<file path="src/rtl/nppf_pkg.sv">
// ----------------------------------------------------------------------------
// nppf_pkg
// Shared types and codes for the nibble-prefixed frame parser: prefix and
// message codes, the parse phase and the result record.
// ----------------------------------------------------------------------------
`default_nettype none

package nppf_pkg;

  localparam int unsigned NibW  = 4;
  localparam int unsigned ByteW = 8;
  localparam int unsigned WordW = 16;

  localparam logic [NibW-1:0] PrefixMsgType = 4'd5;
  localparam logic [NibW-1:0] PrefixSeq     = 4'd6;
  localparam logic [NibW-1:0] PrefixByte    = 4'd4;
  localparam logic [NibW-1:0] PrefixEom     = 4'd3;

  localparam logic [NibW-1:0] MsgCurPos   = 4'd3;
  localparam logic [NibW-1:0] MsgDeviceId = 4'd4;

  localparam logic [1:0] LastNibble = 2'd3;

  typedef enum logic [2:0] {
    PH_TYPE = 3'd0,
    PH_SEQ  = 3'd1,
    PH_BYTE = 3'd2,
    PH_WORD = 3'd3,
    PH_EOM  = 3'd4
  } phase_e;

  typedef struct packed {
    logic                    status;
    logic [NibW-1:0]         msg_code;
    logic [NibW-1:0]         seq_num;
    logic [NibW-1:0]         byte_field;
    logic signed [WordW-1:0] position_word;
  } result_t;

endpackage

`default_nettype wire

</file>
<file path="src/rtl/nibble_prefixed_frame_parser.sv">
// ----------------------------------------------------------------------------
// nibble_prefixed_frame_parser
// Follows nibble-prefixed frames (type, sequence, byte, optional position
// word, end of message) and reports one result per finished or bad frame.
//
//   channel  direction  handshake                 payload
//   in       sink       in_valid_i / in_stall_o   rx_byte_i
//   out      source     out_valid_o / out_stall_i status_o, msg_code_o,
//                                                 seq_num_o, byte_field_o,
//                                                 position_word_o
//
// one byte accepted per cycle while in_stall_o is low; a result shows on the
// outputs the cycle after the byte that closes its frame is accepted
// the single result register sets the rate: input stalls only while a result
// is held and the output is stalled
// reset is asynchronous, active low, and returns to waiting for a type byte
// ----------------------------------------------------------------------------
`default_nettype none

module nibble_prefixed_frame_parser
  import nppf_pkg::*;
(
  input  wire logic              clk_i,
  input  wire logic              rst_ni,
  input  wire logic              in_valid_i,
  output logic                   in_stall_o,
  input  wire logic [ByteW-1:0]  rx_byte_i,
  output logic                   out_valid_o,
  input  wire logic              out_stall_i,
  output logic                   status_o,
  output logic [NibW-1:0]        msg_code_o,
  output logic [NibW-1:0]        seq_num_o,
  output logic [NibW-1:0]        byte_field_o,
  output logic signed [WordW-1:0] position_word_o
);

  logic    accept;
  logic    emit;
  logic    busy;
  result_t fsm_res;
  result_t out_res;

  assign in_stall_o = busy;
  assign accept     = in_valid_i && !busy;

  nppf_fsm u_fsm (
    .clk_i     (clk_i),
    .rst_ni    (rst_ni),
    .accept_i  (accept),
    .rx_byte_i (rx_byte_i),
    .emit_o    (emit),
    .res_o     (fsm_res)
  );

  nppf_out_reg u_out_reg (
    .clk_i       (clk_i),
    .rst_ni      (rst_ni),
    .load_i      (accept && emit),
    .res_i       (fsm_res),
    .busy_o      (busy),
    .out_valid_o (out_valid_o),
    .out_stall_i (out_stall_i),
    .res_o       (out_res)
  );

  assign status_o        = out_res.status;
  assign msg_code_o      = out_res.msg_code;
  assign seq_num_o       = out_res.seq_num;
  assign byte_field_o    = out_res.byte_field;
  assign position_word_o = out_res.position_word;

endmodule

`default_nettype wire

</file>
<file path="src/rtl/nppf_fsm.sv">
// ----------------------------------------------------------------------------
// nppf_fsm
// Frame tracking state machine: keeps the phase and the captured fields and
// flags a result for the byte presented when the frame ends or goes wrong.
// ----------------------------------------------------------------------------
`default_nettype none

module nppf_fsm
  import nppf_pkg::*;
(
  input  wire logic             clk_i,
  input  wire logic             rst_ni,
  input  wire logic             accept_i,
  input  wire logic [ByteW-1:0] rx_byte_i,
  output logic                  emit_o,
  output result_t               res_o
);

  phase_e              phase_q, phase_d;
  logic [NibW-1:0]     code_q, code_d;
  logic [NibW-1:0]     seq_q, seq_d;
  logic [NibW-1:0]     byte_q, byte_d;
  logic [WordW-1:0]    word_q, word_d;
  logic [1:0]          cnt_q, cnt_d;

  logic [NibW-1:0] prefix;
  logic [NibW-1:0] data;
  logic            code_ok;

  assign prefix  = rx_byte_i[ByteW-1:NibW];
  assign data    = rx_byte_i[NibW-1:0];
  assign code_ok = (data == MsgCurPos) || (data == MsgDeviceId);

  // next state
  always_comb begin
    phase_d = phase_q;
    code_d  = code_q;
    seq_d   = seq_q;
    byte_d  = byte_q;
    word_d  = word_q;
    cnt_d   = cnt_q;
    unique case (phase_q)
      PH_SEQ: begin
        if (prefix == PrefixSeq) begin
          seq_d   = data;
          phase_d = PH_BYTE;
        end else begin
          phase_d = PH_TYPE;
        end
      end
      PH_BYTE: begin
        if (prefix == PrefixByte) begin
          byte_d  = data;
          phase_d = (code_q == MsgCurPos) ? PH_WORD : PH_EOM;
        end else begin
          phase_d = PH_TYPE;
        end
      end
      PH_WORD: begin
        // word nibble prefixes go unchecked
        word_d = {word_q[WordW-NibW-1:0], data};
        if (cnt_q == LastNibble) begin
          cnt_d   = '0;
          phase_d = PH_EOM;
        end else begin
          cnt_d = cnt_q + 2'd1;
        end
      end
      PH_EOM: begin
        phase_d = PH_TYPE;
      end
      default: begin
        code_d = (prefix == PrefixMsgType) ? data : '0;
        seq_d  = '0;
        byte_d = '0;
        word_d = '0;
        cnt_d  = '0;
        phase_d = ((prefix == PrefixMsgType) && code_ok) ? PH_SEQ : PH_TYPE;
      end
    endcase
  end

  // result for the byte on the input
  always_comb begin
    emit_o              = 1'b0;
    res_o.status        = 1'b1;
    res_o.msg_code      = code_q;
    res_o.seq_num       = seq_q;
    res_o.byte_field    = byte_q;
    res_o.position_word = word_q;
    unique case (phase_q)
      PH_SEQ:  emit_o = (prefix != PrefixSeq);
      PH_BYTE: emit_o = (prefix != PrefixByte);
      PH_WORD: emit_o = 1'b0;
      PH_EOM: begin
        emit_o       = 1'b1;
        res_o.status = (prefix != PrefixEom);
      end
      default: begin
        emit_o              = !((prefix == PrefixMsgType) && code_ok);
        res_o.msg_code      = (prefix == PrefixMsgType) ? data : '0;
        res_o.seq_num       = '0;
        res_o.byte_field    = '0;
        res_o.position_word = '0;
      end
    endcase
  end

  always_ff @(posedge clk_i or negedge rst_ni) begin
    if (!rst_ni) begin
      phase_q <= PH_TYPE;
      code_q  <= '0;
      seq_q   <= '0;
      byte_q  <= '0;
      word_q  <= '0;
      cnt_q   <= '0;
    end else if (accept_i) begin
      phase_q <= phase_d;
      code_q  <= code_d;
      seq_q   <= seq_d;
      byte_q  <= byte_d;
      word_q  <= word_d;
      cnt_q   <= cnt_d;
    end
  end

endmodule

`default_nettype wire

</file>
<file path="src/rtl/nppf_out_reg.sv">
// ----------------------------------------------------------------------------
// nppf_out_reg
// Result register: holds one result until the downstream side takes it, and
// takes a new one in the same cycle as the old one leaves.
// ----------------------------------------------------------------------------
`default_nettype none

module nppf_out_reg
  import nppf_pkg::*;
(
  input  wire logic    clk_i,
  input  wire logic    rst_ni,
  input  wire logic    load_i,
  input  wire result_t res_i,
  output logic         busy_o,
  output logic         out_valid_o,
  input  wire logic    out_stall_i,
  output result_t      res_o
);

  logic    valid_q, valid_d;
  result_t res_q;

  assign busy_o      = valid_q && out_stall_i;
  assign out_valid_o = valid_q;
  assign res_o       = res_q;

  always_comb begin
    valid_d = valid_q;
    if (load_i) begin
      valid_d = 1'b1;
    end else if (valid_q && !out_stall_i) begin
      valid_d = 1'b0;
    end
  end

  always_ff @(posedge clk_i or negedge rst_ni) begin
    if (!rst_ni) begin
      valid_q <= 1'b0;
    end else begin
      valid_q <= valid_d;
    end
  end

  always_ff @(posedge clk_i) begin
    if (load_i) begin
      res_q <= res_i;
    end
  end

endmodule

`default_nettype wire

</file>
<file path="config.mk">
export PLATFORM = sky130hd
export DESIGN_NAME = nibble_prefixed_frame_parser
export DESIGN_NICKNAME = d
export VERILOG_FILES = /design/src/rtl/nppf_pkg.sv /design/src/rtl/nibble_prefixed_frame_parser.sv /design/src/rtl/nppf_fsm.sv /design/src/rtl/nppf_out_reg.sv
export SDC_FILE = /design/constraint.sdc
export NUM_CORES = 1
export LEC_CHECK = 0
export BUFFER_PORTS_ARGS = -buffer_cell sky130_fd_sc_hd__buf_2
export CORE_ASPECT_RATIO = 0.9
export CORE_UTILIZATION = 40
export CTS_BUF_LIST = sky130_fd_sc_hd__clkbuf_8
export CTS_CLUSTER_DIAMETER = 30
export DETAILED_ROUTE_END_ITERATION = 10
export PLACE_DENSITY = 0.61
export SLEW_MARGIN = 20
export SYNTH_ARGS = -nofsm -noshare
export SYNTH_HDL_FRONTEND = slang
export SYNTH_SLANG_ARGS = --single-unit
</file>
<file path="constraint.sdc">
create_clock -name clk_i -period 3.9 [get_ports clk_i]
set_input_delay 0.78 -clock clk_i [delete_from_list [all_inputs] [get_ports clk_i]]
set_output_delay 0.78 -clock clk_i [all_outputs]
set_load 0.02 [all_outputs]
</file>
== Yosys cells after proc, flatten, opt, wreduce, memory -nomap -nowiden ==
Cells that the tools add are included.
Operators by class
  bitwise operators: 4
  equality and inequality tests: 17
  $add $sub $neg: 1
  reduce and logical (&&, ||, !) cells: 19
  muxes and demuxes: 18
Operators by type and width (number)
  $pmux 16 s2: 1
  $mux 28: 1
  $eq 4x3->1 const B: 4
  $pmux 4 s2: 2
  $mux 4: 3
  $pmux 3 s4: 1
  $mux 3: 3
  $reduce_or 3->1: 3
  $eq 4x2->1 const B: 2
  $ne 4x3->1 const B: 2
  $eq 3x2->1 const B: 2
  $ne 2x1->1 const B: 3
  $reduce_and 2->1: 3
  $reduce_and 3->1: 2
  $logic_and 1x1->1: 5
  $mux 2: 2
  $ne 4x2->1 const B: 1
  $not 1->1: 4
  $pmux 1 s4: 1
  $pmux 2 s2: 1
  $reduce_or 4->1: 1
  $eq 3x1->1 const B: 1
  $eq 3x3->1 const B: 1
  $logic_not 1->1: 3
  other kinds (5): 7
Storage, ports and cells
  flip-flop bits (word level): 63
  logic and storage cells: 71
  output and inout bits: 31
  bits of input ports: 12

== Logic depth before layout (Yosys ltp) ==
  word-level depth: 7
  gate-level depth with buffers: 7
  depth with buffers taken out: 4

== By module ==
A second synthesis with hierarchy kept.
Unflattened totals
  cell total of the unflattened synthesis: 234
  area total of the unflattened synthesis: 2675.1 um2
Modules (own cells, without submodules)
  nppf_fsm: area each 1750.4 um2, times used 1, sequential area each 825.8 um2, cells an instance 200
  nppf_out_reg: area each 909.6 um2, times used 1, sequential area each 895.9 um2, cells an instance 32
  nibble_prefixed_frame_parser: area each 15.0 um2, times used 1, sequential area each 0.0 um2, cells an instance 2

== Worst setup path before layout ==
Ideal clock, no wire load.
  path type: input port to flip-flop
  start point: input in_valid_i
  end point: register u_out_reg.res_q, in the netlist u_out_reg.res_o[0] (enable)
  setup time: 415 ps
  data required time: 3485 ps
  cell stages on the path: 3
  arrival: 2453 ps
  path slack: 1032 ps
  path buffers: 0
  cell sequence: a21boi_1 o41ai_2 nor2_1
On the way
  word-level cells in the longest chain between the ends: 2
RTL lines
  start, declared: RTL line nibble_prefixed_frame_parser.sv:25  | input wire logic in_valid_i,
  $logic_and 1x1->1: RTL line nibble_prefixed_frame_parser.sv:44  | assign accept = in_valid_i && !busy;
  $logic_and 1x1->1: RTL line nibble_prefixed_frame_parser.sv:58  | .load_i (accept && emit),
  via u_out_reg.load_i: RTL line nppf_out_reg.sv:13  | input wire logic load_i,
  end signal, assigned: RTL line nppf_out_reg.sv:47  | res_q <= res_i;
  end, declared: RTL line nppf_out_reg.sv:22  | result_t res_q;
The timed path passes the listed nets, and every way through them passes these cells.
A chain may end at the register's enable or synchronous reset.

== Final worst setup path ==
  start point: register u_fsm.phase_q[2]
  end point: register u_fsm.word_q[12]
On the way
  word-level cells in the longest chain between the ends: 4
  elaborated cells between the ends (all ways): 8
  classes of those cells: eq/ne (4); mux (1); bitwise (1); reduce/logical (2)
RTL lines
  start, declared: RTL line nppf_fsm.sv:19  | phase_e phase_q, phase_d;
  start signal, assigned: RTL line nppf_fsm.sv:118  | phase_q <= phase_d;
  $eq 3x1->1 (tied with other cells): RTL line nppf_fsm.sv:42  | unique case (phase_q)
  $reduce_or 3->1 (no line)
  $not 1->1 (no line)
  $reduce_and 2->1 (no line)
  end signal, assigned: RTL line nppf_fsm.sv:122  | word_q <= word_d;
  end, declared: RTL line nppf_fsm.sv:23  | logic [WordW-1:0] word_q, word_d;
Several ways; a longest one is shown, not always the timed one.

==> flow_metrics.tcl <==
set metrics [dict create \
    outcome "finished clean" \
    cts_repair_resize_count 0 \
    criticalPathCategory "reg -> reg" \
    maxCapViolCount 0 \
    grt_max_degree 35 \
    ys.flop_type "dfrtp_1" \
    cts_max_level 3 \
    grt_first_pass_wirelength_mm 8.079 \
    path_cells "xnor2_1 > o211ai_1 > buf_4 > o21ai_0" \
    antenna_cells 0 \
    crit_slowest_cell "o211ai_1" \
    post_drt_wl_per_cell_um 13.04 \
    fin_area_um2 3147 \
    synthesis.area_um2 2704 \
    hpwl_mm 3.160 \
    p_leak_nw 1.314 \
    coreArea_um2 6551 \
    synth_xor_area_share_pct 0.6478 \
    path_max_fanout 27 \
    die_area_um2 7093 \
    drc 0 \
    cts.sinks 63 \
    synth_edf_count 29 \
    rrSetupSlack_ns 1.71 \
    finalHoldViolCount 0 \
    vias 1771 \
    critPathRequiredTime_ns 4.10 \
    min_path_cells 2 \
    setup_viol 0 \
    hold_buffers 0 \
    viasPerCell 4.786 \
    synth-simple-area-share_pct 18.28 \
    die_h_um 80 \
    async_reset_ff_share_pct 53.97 \
    die_x_um 88.67 \
    fmax_ghz 0.4560 \
    io_buffers 42 \
    synthesis.instances 231 \
    finalClockSkew_ns 0.003733 \
    cp.arrival_ns 2.39 \
    worst_slew_pin_slew_ns 0.9374 \
    crit_cells 4 \
    critPathMaxStageDelay_ns 0.76 \
    cp-end-kind "flop" \
    synth-adder-area-share_pct 0.4627 \
    routed_wl_mm 4.826 \
    antenna_found_initial 0 \
    r2r-start "u_fsm.phase_q[2]$_DFFE_PN0P_" \
    reg2regPathDepth 4 \
    powerDensity_nw_per_um2 543.1 \
    ys_ff_latch 63 \
    gp_congestion 0.8024 \
    syn_nets 244 \
    layout.nets 288 \
    synth_top_family_by_area "simple AND/OR/NAND/NOR gates" \
    clkLatencyLatePin_ns 0.33 \
    timing.final.max_slew_violations 0 \
    tns_ns 0 \
    period_share_pct 56.23 \
    cp_num_buf_inv 1 \
    dpl-instance-area_um2 2990 \
    relSlewSlack_pct 37.23 \
    fp-row-count 28 \
    rsz0062_at_grt "false" \
    reg2reg_to "u_fsm.word_q[12]$_DFFE_PN0P_" \
    avgSynthCellArea_um2 11.70 \
    drive_gt1_share_pct 26.79 \
    root_buffer "clkbuf_8" \
    cts_tree "yes" \
    worstHoldStart "u_fsm.word_q[13]$_DFFE_PN0P_" \
    yosys_warnings 0 \
    area_delta_synth_final_pct 16.38 \
    cts_setup_buffers 0 \
    period_needed_ns 2.193 \
    grt_pass1_vias 1677 \
    vdd_drop_max_mv 0.2009 \
    ant_nets 0 \
    grt_remaining_overflow 0 \
    synth_compound_area_share_pct 13.84 \
    cts.clk_slew.worst_paths_ns 0.06 \
    grt_usage_pct 15.79 \
    whs_endpoint "u_fsm.word_q[13]$_DFFE_PN0P_" \
    netlist-cell-type-count 42 \
    ys_seq_area_share_pct 63.67 \
    hold_path.class "reg -> reg" \
    drt_iter0_markers 69 \
    synthMuxAreaShare_pct 0 \
    cts_max_path_buffers 2 \
    worstSetupStartpointType "flop" \
    cpLargestDelayFamily "compound AO/OA/AOI/OAI gates" \
    initial_utilization_pct 41.27 \
    io_pins 43 \
    cts_inserted_buffers 9 \
    drt_pass1_iterations 4 \
]
cell usage in the layout (no fill, tap or decap), types with 2 or more instances in the layout:
| cell type | n |
|---|---|
| a21bo_2 | 2 |
| a21oi_1 | 2 |
| a21oi_2 | 2 |
| a22o_1 | 8 |
| and2_1 | 25 |
| and4bb_2 | 2 |
| buf_2 | 42 |
| buf_4 | 4 |
| clkbuf_8 | 9 |
| clkinv_1 | 2 |
| clkinv_2 | 2 |
| dfrtp_1 | 34 |
| edfxtp_1 | 29 |
| inv_1 | 4 |
| nand2_1 | 49 |
| nor2_1 | 4 |
| nor3_1 | 2 |
| o21ai_0 | 30 |
| o21ai_1 | 2 |
metal layers:
metal  global-route usage (%)  vias to the layer above  wire (um)
li1                         -                      896          -
met5                        0                        -          0
met2                    24.77                       37       2222
met1                    20.03                      833       2355
met3                    4.964                        5        189
met4                    6.774                        0         59
where the power goes:
group	internal [W]	leakage, nW	switching, W	total [W]
Sequential	0.000792	0.751	0.0000575	0.000849
Combinational	0.000132	0.477	0.000272	0.000404
Clock	0.000219	0.0865	0.000237	0.000456
kinds of logic (layout without fill, tap and decap cells):
logic type / after synthesis / after routing
compound gates: 56 / 56
xor+xnor: 2 / 2
fa+ha+maj: 1 / 1
buf+inv: 15 / 64
flops: 63 / 63
simple gates: 94 / 94
layout make-up:
cell class,count,area (um2)
clock buffers,9,123.9
clock inverters,7,32.53
fillers,636,3405
inverters,2,7.507
multi-input cells,153,908.4
flip-flops and latches,63,1722
well taps,90,112.6
repair buffers,46,240.2
cell usage after synthesis, types with 2 or more instances:
master    number  share of area [%]
edfxtp_1      29                 32
and2_1        25                5.8
nor2_1         5               0.69
buf_6          2               0.83
a21oi_2        2               0.65
buf_2          6                1.1
a21oi_1        2               0.37
nand2_1       49                6.8
dfrtp_1       34                 31
a21bo_2        2               0.74
a22o_1         8                2.6
o21ai_1        2               0.37
o21ai_0       30                5.6
clkbuf_1       3               0.42
and4bb_2       2               0.93
inv_1          2               0.28
xnor2_1        2               0.65
nor3_1         2               0.37
worst max-delay path by stage:
| stage | start | endpoint | slack, ns |
|---|---|---|---|
| after floorplan | in_valid_i | u_out_reg.res_o[0]$_SDFFCE_PN0P_ | 1.03 |
| after global placement | rx_byte_i[4] | u_out_reg.res_o[14]$_SDFFCE_PN0P_ | 1.42 |
| after detailed placement | rx_byte_i[4] | u_out_reg.res_o[14]$_SDFFCE_PN0P_ | 1.40 |
| after CTS | u_fsm.phase_q[2]$_DFFE_PN0P_ | u_fsm.word_q[12]$_DFFE_PN0P_ | 1.72 |
| after global routing | u_fsm.phase_q[2]$_DFFE_PN0P_ | u_fsm.word_q[5]$_DFFE_PN0P_ | 1.58 |
| final | u_fsm.phase_q[2]$_DFFE_PN0P_ | u_fsm.word_q[12]$_DFFE_PN0P_ | 1.71 |
registers in the layout, summed over array words and instances, names as in the netlist:
name	cells
u_out_reg.res_o	29
u_fsm.byte_q	4
u_out_reg.out_valid_o	1
u_fsm.seq_q	4
u_fsm.phase_q	3
u_fsm.word_q	16
u_fsm.cnt_q	2
u_fsm.code_q	4
worst reg2reg max path, stage by stage (launching register included):
cell	delay [ns]
dfrtp_1	0.64
xnor2_1	0.12
o211ai_1	0.76
buf_4	0.40
o21ai_0	0.15
per-stage QoR:
step	total power, W	instances	hold WS [ns]	utilization (%)	setup WS (ns)
3_3_place_gp	0.001265	354	0.4605	45.65	1.415
3_5_place_dp	0.001273	354	0.4677	45.65	1.401
2_1_floorplan	0.001160	231	0.4418	-	1.032
4_1_cts	0.001726	370	0.4822	48.03	1.719
6_report	0.001709	370	0.4749	48.03	1.707
5_1_grt	0.001812	370	0.5079	48.03	1.578
No activity file was read; power rests on OpenSTA's default activity.
